**src/design/bfr_pkg.sv**
```systemverilog
// ----------------------------------------------------------------------------
// bfr_pkg
// Shared types, codes and the CRC16-CCITT byte update for the frame receiver.
// ----------------------------------------------------------------------------
package bfr_pkg;

    localparam int MAX_LEN   = 16;
    localparam int LEN_W     = $clog2(MAX_LEN + 1);
    localparam int CNT_W     = (LEN_W > 2) ? LEN_W : 2;
    localparam int IDX_W     = (MAX_LEN > 1) ? $clog2(MAX_LEN) : 1;
    localparam int CFG_IDX_W = 2;

    typedef enum logic [2:0] {
        ACT_SEND   = 3'd0,
        ACT_WRITE  = 3'd1,
        ACT_JUMP   = 3'd2,
        ACT_UNLOCK = 3'd3,
        ACT_LOCK   = 3'd4
    } t_action;

    localparam logic [7:0] CODE_TRIG = 8'h7F;
    localparam logic [7:0] CODE_ACK  = 8'h79;
    localparam logic [7:0] CODE_NACK = 8'h1F;
    localparam logic [7:0] CODE_END  = 8'hFF;

    localparam logic [15:0] CRC_POLY = 16'h1021;
    localparam logic [15:0] CRC_INIT = 16'hFFFF;

    localparam logic [23:0] APP_START_RST = 24'h008400;
    localparam logic [23:0] FLASH_END_RST = 24'h00A000;

    localparam logic [CFG_IDX_W-1:0] CFG_APP_START = CFG_IDX_W'(0);
    localparam logic [CFG_IDX_W-1:0] CFG_FLASH_END = CFG_IDX_W'(1);

    function automatic logic [15:0] crc_feed(input logic [15:0] crc, input logic [7:0] b);
        logic [15:0] c;
        c = crc ^ {b, 8'h00};
        for (int k = 0; k < 8; k++) begin
            if (c[15]) begin
                c = {c[14:0], 1'b0} ^ CRC_POLY;
            end else begin
                c = {c[14:0], 1'b0};
            end
        end
        return c;
    endfunction

endpackage

```
**src/design/bootloader_frame_receiver_top.sv**
```systemverilog
// ----------------------------------------------------------------------------
// bootloader_frame_receiver_top
// Serial firmware-update frame receiver with CRC16-CCITT check.
// ----------------------------------------------------------------------------
// An input item is taken whenever the receiver is idle, even while a result
// is still held in the output register. Each item passes through the execute
// step; items that cause results then emit one result per cycle through the
// output register while downstream accepts. The closing CRC byte of a good
// frame yields one write per data byte and a closing ACK; the data bytes are
// read back from the frame data RAM one entry a cycle.
// Downstream back-pressure stretches the emit phase.
module bootloader_frame_receiver_top
    import bfr_pkg::*;
(
    input  logic                 i_clk,
    input  logic                 i_rst_n,
    input  logic                 i_in_valid,
    output logic                 o_in_ready,
    input  logic                 i_kind,
    input  logic [7:0]           i_rx_byte,
    output logic                 o_out_valid,
    input  logic                 i_out_ready,
    output logic [2:0]           o_action,
    output logic [7:0]           o_tx_byte,
    output logic [23:0]          o_flash_addr,
    output logic [7:0]           o_flash_data,
    output logic                 o_last,
    input  logic                 i_cfg_valid,
    output logic                 o_cfg_ready,
    input  logic [CFG_IDX_W-1:0] i_cfg_index,
    input  logic [23:0]          i_cfg_data
);

    typedef enum logic [1:0] {S_IDLE, S_EXEC, S_EMIT} t_state;

    typedef enum logic [2:0] {
        PH_HANDSHAKE, PH_START, PH_HEADER, PH_DATA, PH_CRC_HI, PH_CRC_LO, PH_DONE
    } t_phase;

    typedef enum logic [2:0] {
        PL_ACK_UNLOCK, PL_NACK, PL_ACK_LOCK_JUMP, PL_JUMP, PL_WRITES
    } t_plan;

    t_state            r_state, n_state;
    t_phase            r_phase, n_phase;
    t_plan             r_plan, n_plan;
    logic [CNT_W-1:0]  r_cnt, n_cnt;
    logic [23:0]       r_faddr, n_faddr;
    logic [LEN_W-1:0]  r_flen, n_flen;
    logic [15:0]       r_crc, n_crc;
    logic [7:0]        r_crc_hi, n_crc_hi;
    logic [LEN_W-1:0]  r_step, n_step;
    logic              r_kind;
    logic [7:0]        r_byte;
    logic [23:0]       r_app_start, r_flash_end;

    logic              r_out_valid, n_out_valid;
    t_action           r_action, n_action;
    logic [7:0]        r_tx, n_tx;
    logic [23:0]       r_oaddr, n_oaddr;
    logic [7:0]        r_odata, n_odata;
    logic              r_last, n_last;

    logic              in_acc;
    logic              out_load;
    logic              ram_we;
    logic [IDX_W-1:0]  ram_waddr;
    logic [7:0]        ram_rdata;
    logic [15:0]       crc_next;
    logic [CNT_W-1:0]  cnt_inc;
    logic              frame_ok;

    assign in_acc    = i_in_valid && o_in_ready;
    assign out_load  = (r_state == S_EMIT) && (!r_out_valid || i_out_ready);
    assign crc_next  = crc_feed((r_phase == PH_START) ? CRC_INIT : r_crc, r_byte);
    assign cnt_inc   = r_cnt + CNT_W'(1);
    assign ram_waddr = r_cnt[IDX_W-1:0];
    assign frame_ok  = ({r_crc_hi, r_byte} == r_crc) && (r_faddr >= r_app_start)
                       && (({1'b0, r_faddr} + 25'(r_flen)) <= {1'b0, r_flash_end});

    bfr_ram #(.WIDTH(8), .DEPTH(MAX_LEN)) u_data_ram (
        .i_clk   (i_clk),
        .i_we    (ram_we),
        .i_waddr (ram_waddr),
        .i_wdata (r_byte),
        .i_raddr (n_step[IDX_W-1:0]),
        .o_rdata (ram_rdata)
    );

    always_comb begin
        n_state  = r_state;
        n_phase  = r_phase;
        n_plan   = r_plan;
        n_cnt    = r_cnt;
        n_faddr  = r_faddr;
        n_flen   = r_flen;
        n_crc    = r_crc;
        n_crc_hi = r_crc_hi;
        n_step   = r_step;
        ram_we   = 1'b0;

        n_out_valid = r_out_valid && !i_out_ready;
        n_action    = r_action;
        n_tx        = r_tx;
        n_oaddr     = r_oaddr;
        n_odata     = r_odata;
        n_last      = r_last;

        case (r_state)
            S_IDLE: begin
                if (in_acc) begin
                    n_state = S_EXEC;
                end
            end
            S_EXEC: begin
                n_state = S_IDLE;
                n_step  = '0;
                if (r_phase == PH_HANDSHAKE) begin
                    if (r_kind) begin
                        n_plan  = PL_JUMP;
                        n_phase = PH_DONE;
                        n_state = S_EMIT;
                    end else if (r_byte == CODE_TRIG) begin
                        n_plan  = PL_ACK_UNLOCK;
                        n_phase = PH_START;
                        n_cnt   = '0;
                        n_state = S_EMIT;
                    end
                end else if (r_phase != PH_DONE && !r_kind) begin
                    case (r_phase)
                        PH_START: begin
                            if (r_byte == CODE_END) begin
                                n_plan  = PL_ACK_LOCK_JUMP;
                                n_phase = PH_DONE;
                                n_state = S_EMIT;
                            end else begin
                                n_crc   = crc_next;
                                n_faddr = {r_byte, 16'h0000};
                                n_cnt   = CNT_W'(1);
                                n_phase = PH_HEADER;
                            end
                        end
                        PH_HEADER: begin
                            n_crc = crc_next;
                            if (r_cnt == CNT_W'(1)) begin
                                n_faddr[15:8] = r_byte;
                                n_cnt         = CNT_W'(2);
                            end else if (r_cnt == CNT_W'(2)) begin
                                n_faddr[7:0] = r_byte;
                                n_cnt        = CNT_W'(3);
                            end else if (r_byte == 8'h00 || r_byte > 8'(MAX_LEN)) begin
                                n_plan  = PL_NACK;
                                n_phase = PH_START;
                                n_cnt   = '0;
                                n_state = S_EMIT;
                            end else begin
                                n_flen  = r_byte[LEN_W-1:0];
                                n_cnt   = '0;
                                n_phase = PH_DATA;
                            end
                        end
                        PH_DATA: begin
                            n_crc  = crc_next;
                            ram_we = 1'b1;
                            n_cnt  = cnt_inc;
                            if (cnt_inc >= CNT_W'(r_flen)) begin
                                n_phase = PH_CRC_HI;
                            end
                        end
                        PH_CRC_HI: begin
                            n_crc_hi = r_byte;
                            n_phase  = PH_CRC_LO;
                        end
                        PH_CRC_LO: begin
                            n_plan  = frame_ok ? PL_WRITES : PL_NACK;
                            n_phase = PH_START;
                            n_cnt   = '0;
                            n_state = S_EMIT;
                        end
                        default: begin
                            n_phase = r_phase;
                        end
                    endcase
                end
            end
            S_EMIT: begin
                if (out_load) begin
                    n_out_valid = 1'b1;
                    n_step      = r_step + LEN_W'(1);
                    n_tx        = 8'h00;
                    n_oaddr     = 24'h000000;
                    n_odata     = 8'h00;
                    n_last      = 1'b0;
                    case (r_plan)
                        PL_ACK_UNLOCK: begin
                            if (r_step == '0) begin
                                n_action = ACT_SEND;
                                n_tx     = CODE_ACK;
                            end else begin
                                n_action = ACT_UNLOCK;
                                n_last   = 1'b1;
                            end
                        end
                        PL_NACK: begin
                            n_action = ACT_SEND;
                            n_tx     = CODE_NACK;
                            n_last   = 1'b1;
                        end
                        PL_ACK_LOCK_JUMP: begin
                            if (r_step == '0) begin
                                n_action = ACT_SEND;
                                n_tx     = CODE_ACK;
                            end else if (r_step == LEN_W'(1)) begin
                                n_action = ACT_LOCK;
                            end else begin
                                n_action = ACT_JUMP;
                                n_last   = 1'b1;
                            end
                        end
                        PL_JUMP: begin
                            n_action = ACT_JUMP;
                            n_last   = 1'b1;
                        end
                        PL_WRITES: begin
                            if (r_step < r_flen) begin
                                n_action = ACT_WRITE;
                                n_oaddr  = r_faddr + 24'(r_step);
                                n_odata  = ram_rdata;
                            end else begin
                                n_action = ACT_SEND;
                                n_tx     = CODE_ACK;
                                n_last   = 1'b1;
                            end
                        end
                        default: begin
                            n_action = ACT_JUMP;
                            n_last   = 1'b1;
                        end
                    endcase
                    if (n_last) begin
                        n_state = S_IDLE;
                    end
                end
            end
            default: begin
                n_state = S_IDLE;
            end
        endcase
    end

    always_ff @(posedge i_clk) begin
        if (!i_rst_n) begin
            r_state     <= S_IDLE;
            r_phase     <= PH_HANDSHAKE;
            r_plan      <= PL_NACK;
            r_cnt       <= '0;
            r_faddr     <= '0;
            r_flen      <= '0;
            r_crc       <= CRC_INIT;
            r_crc_hi    <= '0;
            r_step      <= '0;
            r_app_start <= APP_START_RST;
            r_flash_end <= FLASH_END_RST;
            r_out_valid <= 1'b0;
        end else begin
            r_state     <= n_state;
            r_phase     <= n_phase;
            r_plan      <= n_plan;
            r_cnt       <= n_cnt;
            r_faddr     <= n_faddr;
            r_flen      <= n_flen;
            r_crc       <= n_crc;
            r_crc_hi    <= n_crc_hi;
            r_step      <= n_step;
            r_out_valid <= n_out_valid;
            if (i_cfg_valid) begin
                if (i_cfg_index == CFG_APP_START) begin
                    r_app_start <= i_cfg_data;
                end else if (i_cfg_index == CFG_FLASH_END) begin
                    r_flash_end <= i_cfg_data;
                end
            end
        end
        if (in_acc) begin
            r_kind <= i_kind;
            r_byte <= i_rx_byte;
        end
        r_action <= n_action;
        r_tx     <= n_tx;
        r_oaddr  <= n_oaddr;
        r_odata  <= n_odata;
        r_last   <= n_last;
    end

    assign o_in_ready   = (r_state == S_IDLE);
    assign o_cfg_ready  = 1'b1;
    assign o_out_valid  = r_out_valid;
    assign o_action     = r_action;
    assign o_tx_byte    = r_tx;
    assign o_flash_addr = r_oaddr;
    assign o_flash_data = r_odata;
    assign o_last       = r_last;

`ifndef ASSERT_OFF
    a_more_pending: assert property (@(posedge i_clk) disable iff (!i_rst_n)
        (r_out_valid && !r_last) |-> (r_state == S_EMIT))
        else $error("non-final item shown with no emission in progress");

    a_done_sticky: assert property (@(posedge i_clk) disable iff (!i_rst_n)
        (r_phase == PH_DONE) |=> (r_phase == PH_DONE))
        else $error("receiver left the done phase");

    a_step_bound: assert property (@(posedge i_clk) disable iff (!i_rst_n)
        (r_state == S_EMIT && r_plan == PL_WRITES) |-> (r_step <= r_flen))
        else $error("write step ran past frame length");
`endif

endmodule

```
**src/design/bfr_ram.sv**
```systemverilog
// ----------------------------------------------------------------------------
// bfr_ram
// Generic single-write, single-read RAM with registered read data.
// ----------------------------------------------------------------------------
module bfr_ram #(
    parameter int WIDTH = 8,
    parameter int DEPTH = 16,
    localparam int AW   = (DEPTH > 1) ? $clog2(DEPTH) : 1
) (
    input  logic             i_clk,
    input  logic             i_we,
    input  logic [AW-1:0]    i_waddr,
    input  logic [WIDTH-1:0] i_wdata,
    input  logic [AW-1:0]    i_raddr,
    output logic [WIDTH-1:0] o_rdata
);

    logic [WIDTH-1:0] r_mem [DEPTH];
    logic [WIDTH-1:0] r_rdata;

    always_ff @(posedge i_clk) begin
        if (i_we) begin
            r_mem[i_waddr] <= i_wdata;
        end
        r_rdata <= r_mem[i_raddr];
    end

    assign o_rdata = r_rdata;

endmodule
```
**config.mk**
```make
export PLATFORM = sky130hd
export DESIGN_NAME = bootloader_frame_receiver_top
export DESIGN_NICKNAME = d
export VERILOG_FILES = /design/src/design/bfr_pkg.sv /design/src/design/bootloader_frame_receiver_top.sv /design/src/design/bfr_ram.sv
export SDC_FILE = /design/constraint.sdc
export NUM_CORES = 1
export LEC_CHECK = 0
export ABC_AREA = 1
export ABC_CLOCK_PERIOD_IN_PS = 4300
export BUFFER_PORTS_ARGS = -buffer_cell sky130_fd_sc_hd__buf_2
export CORE_MARGIN = 8
export CORE_UTILIZATION = 55
export DETAILED_ROUTE_END_ITERATION = 6
export PLACE_DENSITY_LB_ADDON = 0.25
export SLEW_MARGIN = 20
export SYNTH_ARGS = -nofsm -noshare
export SYNTH_HDL_FRONTEND = slang
export SYNTH_SLANG_ARGS = --single-unit
```
**constraint.sdc**
```tcl
create_clock -name i_clk -period 4.3 [get_ports i_clk]
set_input_delay 0.86 -clock i_clk [delete_from_list [all_inputs] [get_ports i_clk]]
set_output_delay 0.86 -clock i_clk [all_outputs]
set_load 0.02 [all_outputs]
```
=== After elaboration in Yosys (flattened, before gate mapping) ===
Memories as Yosys holds them, arrays and structs flattened. A register that Yosys moved wholly into a read port is not among the register bits.
Cells that the tools add are included.

* Add/subtract/negate cells: 4
* $mul: 0
* Divide/modulo/power cells: 0
* Magnitude comparators: 5
* Equality and inequality tests: 34
* Shift-type cells: 0
* Mux-type cells: 82
* Bitwise operators: 15
* Reduce and logical (&&, ||, !) cells: 41

{| class="wikitable"
|+ Operators by type and width
! kind !! number
|-
| 13-bit 2-to-1 mux || 8
|-
| 16-bit one-hot mux with 2 select lines || 2
|-
| 3-bit 2-to-1 mux || 19
|-
| 16-bit 2-to-1 mux || 3
|-
| 2-bit 2-to-1 mux || 15
|-
| 5-bit 2-to-1 mux || 6
|-
| 24-bit by 5-bit adder with 25-bit output || 1
|-
| 25-bit by 24-bit less-or-equal comparator with 1-bit output || 1
|-
| 24-bit by 5-bit adder with 24-bit output || 1
|-
| 24-bit >= comparator || 1
|-
| 8-bit 2-to-1 mux || 3
|-
| 3-bit NOT || 8
|-
| 7-bit one-hot mux with 3 select lines || 1
|-
| 7-bit AND reduction || 3
|-
| 5-bit one-hot mux with 4 select lines || 1
|-
| 3-bit inequality test, second input constant || 6
|-
| 16-bit == test || 1
|-
| 16-bit XOR || 1
|-
| 1-bit 2-to-1 mux || 15
|-
| 3-bit one-hot mux with 5 select lines || 1
|-
| 7-bit 2-to-1 mux || 2
|-
| 2-bit inequality test, second input constant || 6
|-
| 2-bit one-hot mux with 3 select lines || 2
|-
| 3-bit one-hot mux with 4 select lines || 1
|-
| 38 further kinds || 73
|}

* Bits in registers: 173
* Bits in latches: 0
* Bits in writable memories: 128
* ROM bits: 0
* Input port bits: 40
* Output and inout port bits: 47
* Word-level logic and storage cells: 204
* Memories kept: 1

{| class="wikitable"
|+ Memories
! memory !! depth !! bits a word !! rd ports !! clocked after Yosys merged registers in !! wr ports !! RTL line !! RTL
|-
| u_data_ram.r_mem || 16 || 8 || 1 || 1 || 1 || bfr_ram.sv:18 || <nowiki>logic [WIDTH-1:0] r_mem [DEPTH];</nowiki>
|}

=== Logic depth before layout (Yosys ltp) ===
Gate-level depths: netlist of run 1.

* Depth after elaboration: 21
* Mapped depth: 23
* Mapped depth without buffers: 23

=== Hierarchy ===
A second synthesis of run 1 with hierarchy kept.

* Cell total of the unflattened synthesis: 1,824
* Area, all modules: 15,680.0 µm²

{| class="wikitable"
|+ By module, submodules not included
! module !! times used !! cells each !! area each (µm²) !! sequential area each (µm²)
|-
| bootloader_frame_receiver_top || 1 || 1,273 || 9,913.3 || 3,843.7
|-
| bfr_ram || 1 || 551 || 5,766.8 || 4,003.8
|}

=== Worst setup path before layout of run 1 ===
OpenSTA, ideal clock, no wires.

* Path type: input to register
* From: in i_out_ready
* To: reg r_action[0] (netlist: o_action[0]), enable pin
* Setup time: 0.448 ns
* Data arrival time: 2.820 ns
* Data required time: 3.852 ns
* Path slack: 1.031 ns
* Stages: 2
* Path buffers: 0
* Path through: inv_1 -> a21oi_1

* Longest elaborated chain between the ends: 3

{| class="wikitable"
|+ Ends and longest elaborated chain
! element !! RTL line !! RTL
|-
| start, declared || bootloader_frame_receiver_top.sv:22 || <nowiki>input logic i_out_ready,</nowiki>
|-
| 1-bit logical OR || bootloader_frame_receiver_top.sv:74 || <nowiki>assign out_load = (r_state == S_EMIT) && (!r_out_valid || i_out_ready);</nowiki>
|-
| 1-bit logical AND || bootloader_frame_receiver_top.sv:74 ||
|-
| 2-bit AND reduction (no line) || n/a ||
|-
| end signal, assigned || bootloader_frame_receiver_top.sv:288 || <nowiki>r_action <= n_action;</nowiki>
|-
| end, declared || bootloader_frame_receiver_top.sv:58 || <nowiki>t_action r_action, n_action;</nowiki>
|}

Every way passes these cells.
A chain may end at the register's enable or synchronous reset.

=== Final worst setup path of run 1 ===
* From: reg r_faddr[2]
* To: reg r_plan[2]

* Longest elaborated chain between the ends: 7
* Elaborated cells between the ends (all ways): 9
* Classes of those cells: add/sub: 1; order compare: 2; mux: 4; reduce/logical: 2

{| class="wikitable"
|+ Ends and longest elaborated chain
! element !! RTL line !! RTL
|-
| start, declared || bootloader_frame_receiver_top.sv:48 || <nowiki>logic [23:0] r_faddr, n_faddr;</nowiki>
|-
| start signal, assigned || bootloader_frame_receiver_top.sv:270 || <nowiki>r_faddr <= n_faddr;</nowiki>
|-
| 24-bit by 5-bit adder with 25-bit output / 24-bit >= comparator (equally long branches) || bootloader_frame_receiver_top.sv:79, bootloader_frame_receiver_top.sv:78 ||
|-
| 25-bit by 24-bit less-or-equal comparator with 1-bit output / 1-bit logical AND (equally long branches) || bootloader_frame_receiver_top.sv:79, bootloader_frame_receiver_top.sv:78 ||
|-
| 1-bit logical AND (*) || bootloader_frame_receiver_top.sv:79 || <nowiki>&& (({1'b0, r_faddr} + 25'(r_flen)) <= {1'b0, r_flash_end});</nowiki>
|-
| 3-bit 2-to-1 mux (*) || bootloader_frame_receiver_top.sv:175 || <nowiki>n_plan = frame_ok ? PL_WRITES : PL_NACK;</nowiki>
|-
| 3-bit one-hot mux with 3 select lines (*) || bootloader_frame_receiver_top.sv:130 || <nowiki>case (r_phase)</nowiki>
|-
| 3-bit 2-to-1 mux (*) || bootloader_frame_receiver_top.sv:129 || <nowiki>end else if (r_phase != PH_DONE && !r_kind) begin</nowiki>
|-
| 3-bit 2-to-1 mux (*) || bootloader_frame_receiver_top.sv:118 || <nowiki>if (r_phase == PH_HANDSHAKE) begin</nowiki>
|-
| end signal, assigned || bootloader_frame_receiver_top.sv:268 || <nowiki>r_plan <= n_plan;</nowiki>
|-
| end, declared || bootloader_frame_receiver_top.sv:46 || <nowiki>t_plan r_plan, n_plan;</nowiki>
|}

Every way passes the cells marked *; elsewhere a longest branch is shown, timed or not. The select of a mux whose other input is x is not followed.

==> summary.md, run 1 <==
| Metric | Value |
|---|---|
| Status | `finished, final reports clean` |
| First-pass GRT wire length | `62.0 mm` |
| Final worst setup slack | `0.861 ns` |
| I/O pin count | `87` |
| DR vias/cell | `5.47` |
| Post-synthesis cell type count | `48` |
| Wire per inst | `18.1 um` |
| Post-synth ARST share | `0` |
| Critical path fanouts, max | `6` |
| Hold Path Class | `reg -> reg` |
| Initial drt markers | `1154` |
| Final setup fails | `0` |
| Via count | `11800` |
| Hold buffers post-CTS | `0` |
| Area leader, netlist | `edfxtp_1` |
| CP Launch Type | `flip-flop` |
| H-tree levels | `1` |
| Largest net degree at the start of global routing | `57` |
| Unrepaired setup endpoints after global routing | `no` |
| CP Class | `reg -> reg` |
| Gr usage total | `0.232` |
| Period utilization | `0.800` |
| Critical Path RT | `4.80 ns` |
| Maximum VDD drop | `340 uV` |
| Sink Count | `304` |
| WHS | `0.457 ns` |
| Hold Violations, Final | `0` |
| Post-synthesis register bit count | `304` |
| Share of layout cells above drive strength 1 | `0.141` |
| Synth cell count leaders | `nand2_1 (269), inv_1 (215), edfxtp_1 (176)` |
| Avg Inst Size Synth | `9.05 um2` |
| Top-count cell post-synth | `nand2_1` |
| PortBufs | `84` |
| Gate Count Post-Synth | `1691` |
| Post-CTS Setup Inserts | `0` |
| Vias in the first global route | `11400` |
| Syn Nets | `1814` |
| Final Max Tran Viols | `0` |
| Rows | `61` |
| Root Driver | `clkbuf_16` |
| Initial antenna violation count | `0` |
| Slew @ Worst Pin | `0.945 ns` |
| TritonCTS clock tree | `yes` |
| Slew HR | `0.370` |
| Die Height | `183 um` |
| Area delta synth->final | `11.7%` |
| CP arrival | `3.93 ns` |
| Post-DRT Antenna Nets | `0` |
| M1 WL | `18.1 mm` |
| Uppermost layer routed | `met4` |
| Sequential fraction of the synthesis area | `0.513` |
| GRT overflow | `0` |
| Fillers | `2402` |
| Wire length on met2 | `17.3 mm` |
| Synth warn | `0` |
| Initial Util | `0.554` |
| Synth top area cells | `edfxtp_1 (35%), dfxtp_1 (17%), ha_1 (6.6%), nand2_1 (6.6%), inv_1 (5.3%)` |
| Final HPWL DP | `28.7 mm` |
| Syn Std Cell Area | `15300 um2` |
| Worst-path clk slew | `0.06 ns` |
| Ys flop type | `edfxtp_1` |
| PD cells | `375 nW/um2` |
| Post-synth top area share | `0.345` |
| Max Clock Freq | `0.291 GHz` |
| TNS Setup | `0 ns` |
| Routability congestion estimate | `0.967` |
| Residual DRC count | `0` |
| Worst clock skew | `0.0132 ns` |
| Lkg Pwr | `6.94 nW` |
| Chip Width | `183 um` |
| Routed wl met3 | `3.20 mm` |
| Final WL | `39.3 mm` |
| # Max-Cap Violations | `0` |
| Final Critical Period | `3.44 ns` |
| Post-Place Setup Slack | `0.935 ns` |
| Worst setup EP type | `flip-flop` |
| EDFF count, synth | `176` |
| Total die area | `33400 um2` |
| Diodes inserted | `0` |
| Core area | `27600 um2` |
| Nets | `1886` |
| Power Total | `6.41 mW` |
| Clock Path Buffers | `3` |
| Clock latency on the worst-skew pair | `0.58 ns` |
| CTS buffer count | `31` |
| Drt first pass iters | `5` |
| Post-cts resize count | `0` |
-- critical path: stages (launching register included) --
cell,delay (ns)
dfxtp_1,0.38
ha_1,0.39
a21oi_1,0.11
o211ai_1,0.42
nand2_1,0.32
nor2_1,0.28
nand2_1,0.14
xor2_1,0.19
ha_1,0.29
nand2_1,0.06
nor3_1,0.19
nand3_1,0.09
nand3b_1,0.16
nand2_1,0.12
nand3_1,0.09
a21oi_1,0.14
-- cells by family (layout without fill, tap and decap cells) --
logic type,Yosys count,after routing,share of synthesized area
adders and majority gates,83,83,0.0688
other,2,2,0.000491
DFF,304,304,0.513
xor gates and xnor gates,58,58,0.0364
and+or+nand+nor,602,602,0.176
AOI/OAI and AO/OA,353,353,0.131
buffers and inverters,289,386,0.0748
-- flip-flops by register name (all words and copies together), names as in the netlist, 8 cells and up --
signal              count
u_data_ram.r_mem      128
o_flash_addr           24
r_app_start            24
r_faddr                24
r_flash_end            24
r_crc                  16
o_flash_data            8
r_byte                  8
r_crc_hi                8
u_data_ram.o_rdata      8
-- metrics by stage --
| stage | cell area, um2 | std cells | util |
|---|---|---|---|
| final | 17100 | 2166 | 0.619 |
| after global routing | 17100 | 2166 | 0.619 |
| after CTS | 17100 | 2166 | 0.619 |
| after detailed placement | 16000 | 2108 | 0.581 |
| after global placement | 16000 | 2108 | 0.581 |
| after floorplan | 15300 | 1691 | - |
-- per-layer routing --
layer,up-vias,global-route usage
met3,50,0.0376
met5,-,0
met4,0,0.0537
met2,399,0.361
met1,5562,0.335
li1,5836,-
-- power breakdown --
part / switching, mW / total, mW / internal [mW]
Sequential: 0.0489 / 3.19 / 3.14
Clock: 1.12 / 2.72 / 1.61
Combinational: 0.348 / 0.500 / 0.152
-- path summary, 6_finish.rpt --
check,cells after the start,startpoint,to,slack [ns]
max reg2reg,15,r_faddr[2],r_plan[2],0.86
max,15,r_faddr[2],r_plan[2],0.86
min,2,r_app_start[3],r_app_start[3],0.46
min reg2reg,2,r_app_start[3],r_app_start[3],0.46
-- cell usage in the layout, fill, tap and decap left out, types with 2 or more instances in the layout --
| cell type | n |
|---|---|
| inv_2 | 14 |
| xor2_2 | 3 |
| nor3_2 | 5 |
| nand3_1 | 90 |
| a21oi_1 | 144 |
| bufinv_16 | 3 |
| clkinvlp_4 | 4 |
| a211oi_1 | 5 |
| clkbuf_1 | 10 |
| ha_1 | 81 |
| nand2_1 | 269 |
| clkbuf_8 | 5 |
| a21o_1 | 4 |
| inv_1 | 213 |
| nand3b_1 | 2 |
| buf_4 | 17 |
| nand3_2 | 3 |
| nor2_1 | 130 |
| or2_2 | 56 |
| xor2_1 | 40 |
| nand4_1 | 8 |
| nand2_4 | 2 |
| o21ai_0 | 100 |
| clkbuf_16 | 31 |
| buf_2 | 84 |
| dfxtp_1 | 128 |
| nor3_1 | 18 |
| conb_1 | 2 |
| clkinv_2 | 3 |
| o211ai_1 | 73 |
| fa_1 | 2 |
| nor2_2 | 4 |
| nor4_1 | 3 |
| xnor2_1 | 13 |
| o21ai_1 | 19 |
| edfxtp_1 | 176 |
| nand2_2 | 7 |
-- area by class of cell --
class,count,area [um2],share of cell area
well taps,378,473,0.0277
clock buffers,47,887,0.0519
inverters,227,852,0.0498
repair buffers,101,548,0.0320
multi-input cells,1098,6340,0.371
clock inverters,11,155,0.00907
flip-flops and latches,304,7850,0.459
No activity file was read; power rests on OpenSTA's default activity.
==> inputs of run 2 (changes only) <==
- ABC_CLOCK_PERIOD_IN_PS: 4300 -> 2850
- clock period: 4.3 -> 2.85 ns (I/O delays scaled with it)
==> summary.md, run 2 (same netlist as run 1, synthesis figures left out) <==
| Metric | Value |
|---|---|
| Core area | `27600 um2 (unchanged)` |
| Reg2Reg Launch Point | `r_faddr[1]` |
| Post-layout util | `0.656 (+0.0366)` |
| Critical Path RT | `3.27 ns (-1.53 ns)` |
| Beginning of the worst hold path | `i_rx_byte[0]` |
| Sink Count | `304 (unchanged)` |
| Dpl cell area | `16800 um2 (+4.6%)` |
| Initial Util | `0.554 (unchanged)` |
| Area delta synth->final | `18.3%` |
| Lkg Pwr | `7.45 nW (+7.3%)` |
| Routability congestion estimate | `1.00 (+3.5%)` |
| Clock latency on the worst-skew pair | `0.58 ns (about the same)` |
| Unrepaired setup endpoints after global routing | `yes` |
| Initial drt markers | `1199 (+3.9%)` |
| CP Launch Type | `flip-flop` |
| Final instance area | `18100 um2 (+5.9%)` |
| First-pass GRT wire length | `63.8 mm (+2.8%)` |
| Status | `finished with violations` |
| H-tree levels | `1 (unchanged)` |
| Root Driver | `clkbuf_16` |
| Maximum VDD drop | `423 uV (+24%)` |
| TNS Setup | `-0.131 ns (-0.131 ns)` |
| GRT overflow | `0 (unchanged)` |
| Failing checks | `setup timing` |
| Final WL | `41.1 mm (+4.7%)` |
| # Max-Cap Violations | `0 (unchanged)` |
| Most flop-heavy register | `u_data_ram.r_mem` |
| Slew @ Worst Pin | `0.947 ns (+0.00161 ns)` |
| R2r setup slk | `-0.07 ns (-0.93 ns)` |
| Gr usage total | `0.241 (+0.00913)` |
| CTS buffer count | `31 (unchanged)` |
| Via count | `12400 (+4.8%)` |
| Die Height | `183 um (unchanged)` |
| Drt first pass iters | `6 (+1)` |
| PD cells | `553 nW/um2 (+48%)` |
| WHS Endpoint | `r_byte[0]` |
| Most frequent cells in the layout | `nand2_1 (263), inv_1 (212), edfxtp_1 (176), a21oi_1 (143)` |
| CP Class | `reg -> reg` |
| Final HPWL DP | `29.6 mm (+3.0%)` |
| Diodes inserted | `0 (unchanged)` |
| Reg2Reg Depth | `20 (+5)` |
| Rows | `61 (unchanged)` |
| Final worst setup slack | `-0.0700 ns (-0.932 ns)` |
| Wire per inst | `18.2 um (about the same)` |
| Nets | `1986 (+5.3%)` |
| Slew HR | `0.369 (-0.00107)` |
| Critical path fanouts, max | `2 (-4)` |
| Final setup fails | `2 (+2)` |
| Largest net degree at the start of global routing | `80 (+40%)` |
| Chip Width | `183 um (unchanged)` |
| Max Clock Freq | `0.342 GHz (+18%)` |
| Worst setup EP type | `flip-flop` |
| Total die area | `33400 um2 (unchanged)` |
| Final Max Tran Viols | `0 (unchanged)` |
| I/O pin count | `87 (unchanged)` |
| Vias in the first global route | `11700 (+1.9%)` |
| Hold Violations, Final | `0 (unchanged)` |
| Clock Path Buffers | `3 (unchanged)` |
| PortBufs | `84 (unchanged)` |
| CP arrival | `3.34 ns (-0.59 ns)` |
| Post-DRT Antenna Nets | `0 (unchanged)` |
| DR vias/cell | `5.48 (+0.25%)` |
| Hold buffers post-CTS | `0 (unchanged)` |
| Hold Path Class | `in -> reg` |
| Max reg flops | `128 (unchanged)` |
| Most common cell after layout, fill and taps aside | `nand2_1` |
| Share of layout cells above drive strength 1 | `0.207 (+0.0652)` |
| Worst-path clk slew | `0.06 ns (about the same)` |
| Period utilization | `1.02 (+0.225)` |
| Initial antenna violation count | `0 (unchanged)` |
| Residual DRC count | `0 (unchanged)` |
| Final Critical Period | `2.92 ns (-0.518 ns)` |
| Worst clock skew | `0.0158 ns (+0.00266 ns)` |
| Reg-to-Reg End | `r_plan[2]` |
| Hold path depth | `1 (-1)` |
| TritonCTS clock tree | `yes` |
==> run 2: area by class of cell <==
class | count | area [um2]
clock inverters | 23 | 318
well taps | 378 | 473
flip-flops and latches | 304 | 7850
fillers | 2264 | 9520
clock buffers | 34 | 787
repair buffers | 201 | 1320
multi-input cells | 1098 | 6510
inverters | 227 | 852
==> run 2: repair_timing <==
action                                  4_1_cts  5_1_grt
setup buffers                                 1        3
pin swaps                                     9        7
cloned                                        0        0
endpoints found under the setup margin        2        7
resized for setup                            24       19
==> run 2: critical path: stages (launching register included) <==
cell and delay [ns]:
dfxtp_2 0.33, buf_6 0.12, ha_4 0.25, nand2_2 0.05, nor2_2 0.10, nand2_1 0.05, o211ai_1 0.13, nand2_1 0.15
nor4_2 0.30, xor2_1 0.18, inv_1 0.09, ha_4 0.27, nand2_4 0.04, nor2_2 0.13, nand2_1 0.09, nor2_1 0.10
nand3_1 0.08, nand2_1 0.08, nand2_2 0.07, nand3_1 0.09, a21oi_1 0.06
==> run 2: worst max path at each step <==
| stage | end | from |
|---|---|---|
| after global routing | r_plan[2] | r_faddr[1] |
| after CTS | r_plan[2] | r_faddr[1] |
| final | r_plan[2] | r_faddr[1] |
| after global placement | r_plan[0] | r_faddr[0] |
| after detailed placement | r_plan[2] | r_faddr[0] |
| after floorplan | r_plan[0] | r_flen[0] |
==> run 2: metal layers <==
metal / vias to the layer above / routed length (um) / GRT usage
met2: 512 / 17800 / 0.367
met5: - / 0 / 0
met1: 5816 / 18600 / 0.348
li1: 6029 / - / -
met3: 62 / 3830 / 0.0487
met4: 0 / 862 / 0.0599
==> run 2: power breakdown <==
part           total (mW)  switching, mW  internal [mW]  leakage, nW
Sequential           4.80         0.0640           4.73         2.63
Clock                4.40           1.77           2.64        0.531
Combinational       0.814          0.558          0.256         4.28
Total                10.0           2.39           7.63         7.45
==> run 2: through the flow <==
stage / setup WS (ns) / hold slack (ns) / std cells / total power [mW]
detailed placement: -0.218 / 0.451 / 2204 / 5.68
finish: -0.0700 / 0.162 / 2265 / 10.0
global route: -0.244 / 0.138 / 2265 / 10.3
CTS: -0.0130 / 0.144 / 2262 / 10.0
global placement: -0.137 / 0.446 / 2204 / 5.66
floorplan: 0.0354 / 0.433 / 1691 / 5.40
